[src/design/adn_pkg.sv]
// Package for the axis dead-zone normalizer: widths, register indexes, defaults.
package adn_pkg;

	localparam int unsigned FRAC_BITS_DEF = 15;
	localparam int unsigned SAMPLE_W      = 32;
	localparam int unsigned DEAD_ZONE_W   = 31;
	localparam int unsigned CFG_IDX_W     = 2;
	localparam int unsigned CFG_DATA_W    = 32;

	localparam logic [SAMPLE_W-1:0]    AXIS_MIN_RST  = 32'sd0;
	localparam logic [SAMPLE_W-1:0]    AXIS_MAX_RST  = 32'sd255;
	localparam logic [DEAD_ZONE_W-1:0] DEAD_ZONE_RST = 31'd0;

	typedef enum logic [CFG_IDX_W-1:0] {
		CFG_AXIS_MIN  = 2'd0,
		CFG_AXIS_MAX  = 2'd1,
		CFG_DEAD_ZONE = 2'd2
	} cfg_reg_t;

endpackage

[src/design/axis_deadzone_normalizer.sv]
// Axis dead-zone normalizer: pipelined centre/clamp/dead-zone and restoring divider.
//
// Usage:
//   Input channel: raw_sample with in_valid; the block drives in_stall. An item is
//   taken at a rising edge with in_valid high and in_stall low.
//   Output channel: position and in_dead_zone with out_valid; the receiver drives
//   out_stall. An item leaves at a rising edge with out_valid high and out_stall low.
//   Config channel: cfg_index / cfg_data with cfg_valid; cfg_ready is always high.
//   Index 0 axis_min, 1 axis_max, 2 dead_zone; other indexes are ignored. Write only
//   while no items are in flight.
//   Pipeline from input to output: six stages of centre, clamp and dead-zone
//   arithmetic, FRAC_BITS + 1 divider stages with one quotient bit each, and the
//   output register.
//   Throughput: one item per cycle while the output is not stalled.
//   Stall: the whole pipeline holds while a result waits at a stalled output;
//   in_stall is then high and nothing is lost or repeated.
//   Reset: arst_n low clears all valid bits and loads axis_min = 0, axis_max = 255,
//   dead_zone = 0.
module axis_deadzone_normalizer
	import adn_pkg::*;
#(
	parameter int unsigned FRAC_BITS = FRAC_BITS_DEF
) (
	input  logic                          clk,
	input  logic                          arst_n,
	input  logic                          in_valid,
	output logic                          in_stall,
	input  logic signed [SAMPLE_W-1:0]    raw_sample,
	output logic                          out_valid,
	input  logic                          out_stall,
	output logic signed [FRAC_BITS+1:0]   position,
	output logic                          in_dead_zone,
	input  logic                          cfg_valid,
	output logic                          cfg_ready,
	input  logic [CFG_IDX_W-1:0]          cfg_index,
	input  logic [CFG_DATA_W-1:0]         cfg_data
);

	localparam int unsigned POS_W = FRAC_BITS + 2;
	localparam int unsigned DS    = FRAC_BITS + 1;
	localparam int unsigned RW    = SAMPLE_W + 3;
	localparam int unsigned MW    = SAMPLE_W + 1;

	logic signed [SAMPLE_W-1:0] axis_min_q;
	logic signed [SAMPLE_W-1:0] axis_max_q;
	logic [DEAD_ZONE_W-1:0]     dead_zone_q;

	logic en;
	assign en        = !(out_valid && out_stall);
	assign in_stall  = !en;
	assign cfg_ready = 1'b1;

	always_ff @(posedge clk or negedge arst_n) begin
		if (!arst_n) begin
			axis_min_q  <= AXIS_MIN_RST;
			axis_max_q  <= AXIS_MAX_RST;
			dead_zone_q <= DEAD_ZONE_RST;
		end else if (cfg_valid && cfg_ready) begin
			unique case (cfg_reg_t'(cfg_index))
				CFG_AXIS_MIN:  axis_min_q  <= cfg_data;
				CFG_AXIS_MAX:  axis_max_q  <= cfg_data;
				CFG_DEAD_ZONE: dead_zone_q <= cfg_data[DEAD_ZONE_W-1:0];
				default: ;
			endcase
		end
	end

	// valid bits of the front stages
	logic v_s1, v_s2, v_s3, v_s4, v_s5, v_s6;

	// s1: range sum
	logic signed [SAMPLE_W-1:0] sample_s1;
	logic signed [SAMPLE_W:0]   sum_s1;
	// s2: centre, truncated toward zero
	logic signed [SAMPLE_W-1:0] sample_s2;
	logic signed [SAMPLE_W:0]   centre_s2;
	// s3: offset and half range
	logic signed [SAMPLE_W+1:0] off_s3;
	logic signed [SAMPLE_W+1:0] half_s3;
	// s4: clamped offset
	logic signed [SAMPLE_W+1:0] offc_s4;
	logic signed [SAMPLE_W+1:0] half_s4;
	logic                       hle0_s4;
	// s5: magnitude and divisor
	logic [MW-1:0]              mag_s5;
	logic signed [SAMPLE_W+1:0] den_s5;
	logic                       neg_s5;
	logic                       hle0_s5;
	// s6: numerator and dead-zone flag
	logic [MW-1:0]              num_s6;
	logic [MW-1:0]              den_s6;
	logic                       neg_s6;
	logic                       dzf_s6;

	logic signed [SAMPLE_W+1:0] off_c;
	logic signed [SAMPLE_W+1:0] half_n;
	logic signed [SAMPLE_W+1:0] half_e;
	logic signed [SAMPLE_W+1:0] off_neg;
	logic signed [SAMPLE_W+1:0] dz_e;

	assign half_e  = half_s3;
	assign half_n  = -half_e;
	assign off_neg = -offc_s4;
	assign dz_e    = {3'b000, dead_zone_q};

	always_comb begin
		if (off_s3 > half_s3) begin
			off_c = half_s3;
		end else if (off_s3 < half_n) begin
			off_c = half_n;
		end else begin
			off_c = off_s3;
		end
	end

	always_ff @(posedge clk or negedge arst_n) begin
		if (!arst_n) begin
			v_s1 <= 1'b0;
			v_s2 <= 1'b0;
			v_s3 <= 1'b0;
			v_s4 <= 1'b0;
			v_s5 <= 1'b0;
			v_s6 <= 1'b0;
		end else if (en) begin
			v_s1 <= in_valid;
			v_s2 <= v_s1;
			v_s3 <= v_s2;
			v_s4 <= v_s3;
			v_s5 <= v_s4;
			v_s6 <= v_s5;
		end
	end

	always_ff @(posedge clk) begin
		if (en) begin
			sample_s1 <= raw_sample;
			sum_s1    <= {axis_min_q[SAMPLE_W-1], axis_min_q}
			           + {axis_max_q[SAMPLE_W-1], axis_max_q};

			sample_s2 <= sample_s1;
			centre_s2 <= $signed(sum_s1 + {{SAMPLE_W{1'b0}}, sum_s1[SAMPLE_W]}) >>> 1;

			off_s3  <= {{2{sample_s2[SAMPLE_W-1]}}, sample_s2}
			         - {centre_s2[SAMPLE_W], centre_s2};
			half_s3 <= {{2{axis_max_q[SAMPLE_W-1]}}, axis_max_q}
			         - {centre_s2[SAMPLE_W], centre_s2};

			offc_s4 <= off_c;
			half_s4 <= half_s3;
			hle0_s4 <= (half_s3 <= 0);

			neg_s5  <= offc_s4[SAMPLE_W+1];
			mag_s5  <= offc_s4[SAMPLE_W+1] ? off_neg[MW-1:0] : offc_s4[MW-1:0];
			den_s5  <= half_s4 - dz_e;
			hle0_s5 <= hle0_s4;

			neg_s6 <= neg_s5;
			dzf_s6 <= hle0_s5 || (mag_s5 <= {2'b00, dead_zone_q});
			num_s6 <= mag_s5 - {2'b00, dead_zone_q};
			den_s6 <= den_s5[MW-1:0];
		end
	end

	// restoring divider, one quotient bit per stage
	logic            dv  [1:DS];
	logic            dneg[1:DS];
	logic            ddzf[1:DS];
	logic [DS-1:0]   dq  [1:DS];
	logic [RW-1:0]   drem[1:DS-1];
	logic [MW-1:0]   dden[1:DS-1];

	for (genvar k = 0; k < DS; k++) begin : g_div
		logic          v_i;
		logic          neg_i;
		logic          dzf_i;
		logic [DS-1:0] q_i;
		logic [RW-1:0] rem_i;
		logic [MW-1:0] den_i;
		logic          ge;
		logic [RW-1:0] den_x;
		logic [RW-1:0] rem_n;

		if (k == 0) begin : g_head
			assign v_i   = v_s6;
			assign neg_i = neg_s6;
			assign dzf_i = dzf_s6;
			assign q_i   = '0;
			assign rem_i = {{(RW-MW){1'b0}}, num_s6};
			assign den_i = den_s6;
		end else begin : g_body
			assign v_i   = dv[k];
			assign neg_i = dneg[k];
			assign dzf_i = ddzf[k];
			assign q_i   = dq[k];
			assign rem_i = drem[k];
			assign den_i = dden[k];
		end

		assign den_x = {{(RW-MW){1'b0}}, den_i};
		assign ge    = rem_i >= den_x;
		assign rem_n = ge ? rem_i - den_x : rem_i;

		always_ff @(posedge clk or negedge arst_n) begin
			if (!arst_n) begin
				dv[k+1] <= 1'b0;
			end else if (en) begin
				dv[k+1] <= v_i;
			end
		end

		always_ff @(posedge clk) begin
			if (en) begin
				dneg[k+1] <= neg_i;
				ddzf[k+1] <= dzf_i;
				dq[k+1]   <= {q_i[DS-2:0], ge};
			end
		end

		if (k < DS - 1) begin : g_carry
			always_ff @(posedge clk) begin
				if (en) begin
					drem[k+1] <= {rem_n[RW-2:0], 1'b0};
					dden[k+1] <= den_i;
				end
			end
		end
	end

	// output register
	logic [POS_W-1:0] q_ext;
	logic [POS_W-1:0] q_neg;
	assign q_ext = {1'b0, dq[DS]};
	assign q_neg = -q_ext;

	always_ff @(posedge clk or negedge arst_n) begin
		if (!arst_n) begin
			out_valid <= 1'b0;
		end else if (en) begin
			out_valid <= dv[DS];
		end
	end

	always_ff @(posedge clk) begin
		if (en) begin
			in_dead_zone <= ddzf[DS];
			if (ddzf[DS]) begin
				position <= '0;
			end else if (dneg[DS]) begin
				position <= q_neg;
			end else begin
				position <= q_ext;
			end
		end
	end

endmodule
[config.mk]
export PLATFORM = sky130hd
export DESIGN_NAME = axis_deadzone_normalizer
export DESIGN_NICKNAME = d
export VERILOG_FILES = /design/src/design/adn_pkg.sv /design/src/design/axis_deadzone_normalizer.sv
export SDC_FILE = /design/constraint.sdc
export NUM_CORES = 2
export LEC_CHECK = 0
export BUFFER_PORTS_ARGS = -buffer_cell sky130_fd_sc_hd__buf_2
export CAP_MARGIN = 40
export CORE_MARGIN = 4
export CORE_UTILIZATION = 39
export CTS_CLUSTER_DIAMETER = 80
export DETAILED_ROUTE_END_ITERATION = 8
export GPL_ROUTABILITY_DRIVEN = 0
export PLACE_DENSITY_LB_ADDON = 0.05
export SLEW_MARGIN = 20
export SYNTH_ARGS = -nofsm -noshare
export SYNTH_HDL_FRONTEND = slang
export SYNTH_SLANG_ARGS = --single-unit
[constraint.sdc]
create_clock -name clk -period 108.9 [get_ports clk]
set_input_delay 27.225 -clock clk [delete_from_list [all_inputs] [get_ports clk]]
set_output_delay 27.225 -clock clk [all_outputs]
set_load 0.02 [all_outputs]
==> impl_metrics.csv <==
group,metric,value,unit
routing,met3_length,6.09,mm
synth,postSynthCellCount,8869,
synth,synth_seq_cells,1708,
critical_path,critical_path.cell_chain,"buf_2 > nand2_4 > buf_12 > inv_1 > buf_2",
grt,grt_overflow,0,
critical_path,worstReg2RegStart,"half_e[1]$_DFFE_PN_",
place,io_buffers,90,
synth,async_flop_share,6.91,%
sta,hold_viol,0,
hold_path,whs_endpoint,"den_s6[7]$_DFFE_PN_",
floorplanning,initial_utilization,39.3,%
clock_network,clk_pin_slew,0.05,ns
grt,grt_pass1_wl,370,mm
flow_run,drv_cap,0,
critical_path,worst_path_max_delay_cell,"buf_12",
floorplanning,die_y,509,um
finish,syn2layout_area_growth,11.6,%
finish,drive_gt1_share,8.69,%
sta,maxSlewHeadroom,35.4,%
clock_network,cts_setup_buffers,0,
synth,synth_top_cell_by_area,"edfxtp_1",
synth,synth_ff_type,"edfxtp_1",
synth,yosysTopAreaCellShare,48.7,%
floorplanning,die_area,259000,um^2
grt,antenna_found_initial,4,
routing,drt_wl_total,235,mm
routing,met2_length,134,mm
status,status,"completed",
grt,grt_max_degree,173,
routing,route.top_layer_used,"met4",
sta,drv_slew,0,
clock_network,cts_max_path_buffers,3,
floorplanning,rows,183,
sta,min_period,55.38,ns
clock_network,hold_buffers,0,
routing,via_per_inst,5.27,
synth,synth_area_per_cell,11.0,um^2
clock_network,root_buffer,"clkbuf_16",
critical_path,path_delay_family,"buffers and inverters",
critical_path,critPathMaxFanout,28,
floorplanning,ios,92,
routing,wl_per_cell,18.8,um
finish,fin_util,43.9,%
synth,yosysWarnings,0,
grt,grt_pass1_vias,70000,
sta,rsz0062_at_grt,"false",
sta,setup_tns,0,ns
synth,synth_common_cells,"edfxtp_1, inv_1, a21oi_1",
routing,drtPass1Iterations,6,
place,dp_hpwl,181,mm
critical_path,cp_num_buf_inv,4,
critical_path,cpPeakStageDelay,0.29,ns
synth,syn-cell-area,98000,um^2
critical_path,critPathKind,"in2out",
finish,finalNonFillerCells,12600,
critical_path,ff2ff_path_depth,21,
sta,fmax,18.1,MHz
synth,yosysUniqueCellTypes,104,
sta,finalSetupViolCount,0,
routing,drc,0,
place,numPlacedInstances,12200,
sta,tightest_slew,0.969,ns
hold_path,hp-start,"den_s5[7]$_DFFE_PN_",
critical_path,crit_top_cell,"buf_2",
grt,grtUsageTotal,18.0,%
clock_network,numClockSinks,1708,
floorplanning,die_w,509,um
critical_path,startpoint_type,"input pin",
clock_network,cts_tree,"built",
synth,synth.most_common_cell,"edfxtp_1",
clock_network,cts_buffers,201,
synth,synthesis.nets,9716,
hold_path,whs_path_depth,0,
routing,wl_met1,78.0,mm
critical_path,ff2ff_setup_slack,102.54,ns
sta,skew,0.0456,ns
routing,drtAntennaViolNets,0,
sta,post-route-period-util,50.9,%
critical_path,rr_endpoint,"offc_s4[12]$_DFFE_PN_",
synth,synth_edf_count,1590,
finish,fin_nets,9901,
routing,drtIter0Drc,3397,
clock_network,clkLatencyLatePin,0.84,ns
routing,via_count,66100,
clock_network,htreeDepth,4,
clock_network,cts_resized,0,
synth,seq_area_frac_synth,51.7,%
synth,ys_top_cells_by_area,"edfxtp_1, ha_1, a21oi_1",
critical_path,required,81.68,ns
sta,hold_ws,0.404,ns
critical_path,worst_setup_path_end_kind,"primary output",
hold_path,hold_class,"reg2reg",
floorplanning,core_region_area,249000,um^2
critical_path,critPathArrivalTime,28.15,ns
[flip-flops by register name, summed over array words and instances (netlist names), 33 cells and up]
name     count
dq         136
den_s5      33
half_e      33
mag_s5      33
half_s4     33
offc_s4     34
num_s6      33
den_s6      33
off_s3      33
sum_s1      33
dden       495
drem       510
[layer usage]
layer | up-vias | global-route usage, %
li1 | 32800 | -
met1 | 31500 | 15.9
met2 | 1153 | 37.2
met3 | 648 | 2.30
met4 | 0 | 11.9
met5 | - | 0
[cells in the final DEF, fill, tap and decap left out, types with 26 or more instances in the layout]
master | Yosys | final
buf_2 | 38 | 97
nand2_1 | 534 | 532
nand2b_1 | 116 | 116
edfxtp_1 | 1590 | 1590
clkinv_1 | 0 | 47
or3_1 | 44 | 44
a211oi_1 | 59 | 59
buf_4 | 2 | 59
o21bai_1 | 73 | 71
o21a_1 | 95 | 95
nor3_1 | 119 | 117
mux2i_1 | 37 | 37
nor2b_1 | 98 | 98
o21ai_0 | 446 | 446
nand4_1 | 100 | 100
o211ai_1 | 35 | 35
xnor2_1 | 430 | 430
a21o_1 | 332 | 332
dfrtp_1 | 110 | 110
a31oi_1 | 74 | 73
a21oi_1 | 826 | 826
nor4_1 | 34 | 28
clkinv_2 | 0 | 26
clkbuf_1 | 135 | 50
a21boi_0 | 27 | 27
clkbuf_16 | 0 | 204
nor2_1 | 642 | 640
and3_1 | 80 | 80
inv_1 | 856 | 856
and2_1 | 35 | 35
ha_1 | 756 | 756
xor2_1 | 237 | 237
mux2_2 | 244 | 244
nand3_1 | 169 | 168
o31ai_1 | 50 | 50
[worst max path at each step]
stage / startpoint / end / cells past startpoint
6_report: out_stall / in_stall / 5
5_1_grt: out_stall / in_stall / 5
4_1_cts: out_stall / in_stall / 5
3_5_place_dp: out_stall / in_stall / 5
3_3_place_gp: out_stall / in_stall / 4
2_1_floorplan: out_stall / in_stall / 3
[kinds of logic after synthesis]
group                      Yosys count  share of synthesized area (%)
AOI/OAI and AO/OA                 2300                           14.8
xor gates and xnor gates           669                           5.99
adders and majority gates          776                           10.1
buffers and inverters             1047                           4.07
DFF                               1708                           51.7
muxes                              281                           3.18
other                                1                        0.00383
and+or+nand+nor                   2087                           10.2
[cell type report]
cell class / instances / area (um^2)
multi-input combinational: 6114 / 43500
antenna: 1 / 2.50
fill: 23100 / 140000
clock buffer: 268 / 5490
timing repair buffer: 173 / 1300
inverter: 856 / 3210
tap: 3330 / 4170
clock inverter: 106 / 1060
sequential: 1708 / 50700
[stage by stage]
| step | setup slack, ns | cell area, um^2 |
|---|---|---|
| after floorplan | 4.15 | 98000 |
| after global placement | 53.30 | 102000 |
| after detailed placement | 53.46 | 103000 |
| after CTS | 53.45 | 109000 |
| after global routing | 53.43 | 109000 |
| final | 53.52 | 109000 |
Power is not shown: default switching activity piles up to over one toggle a cycle in this logic, so the estimate is an artifact.
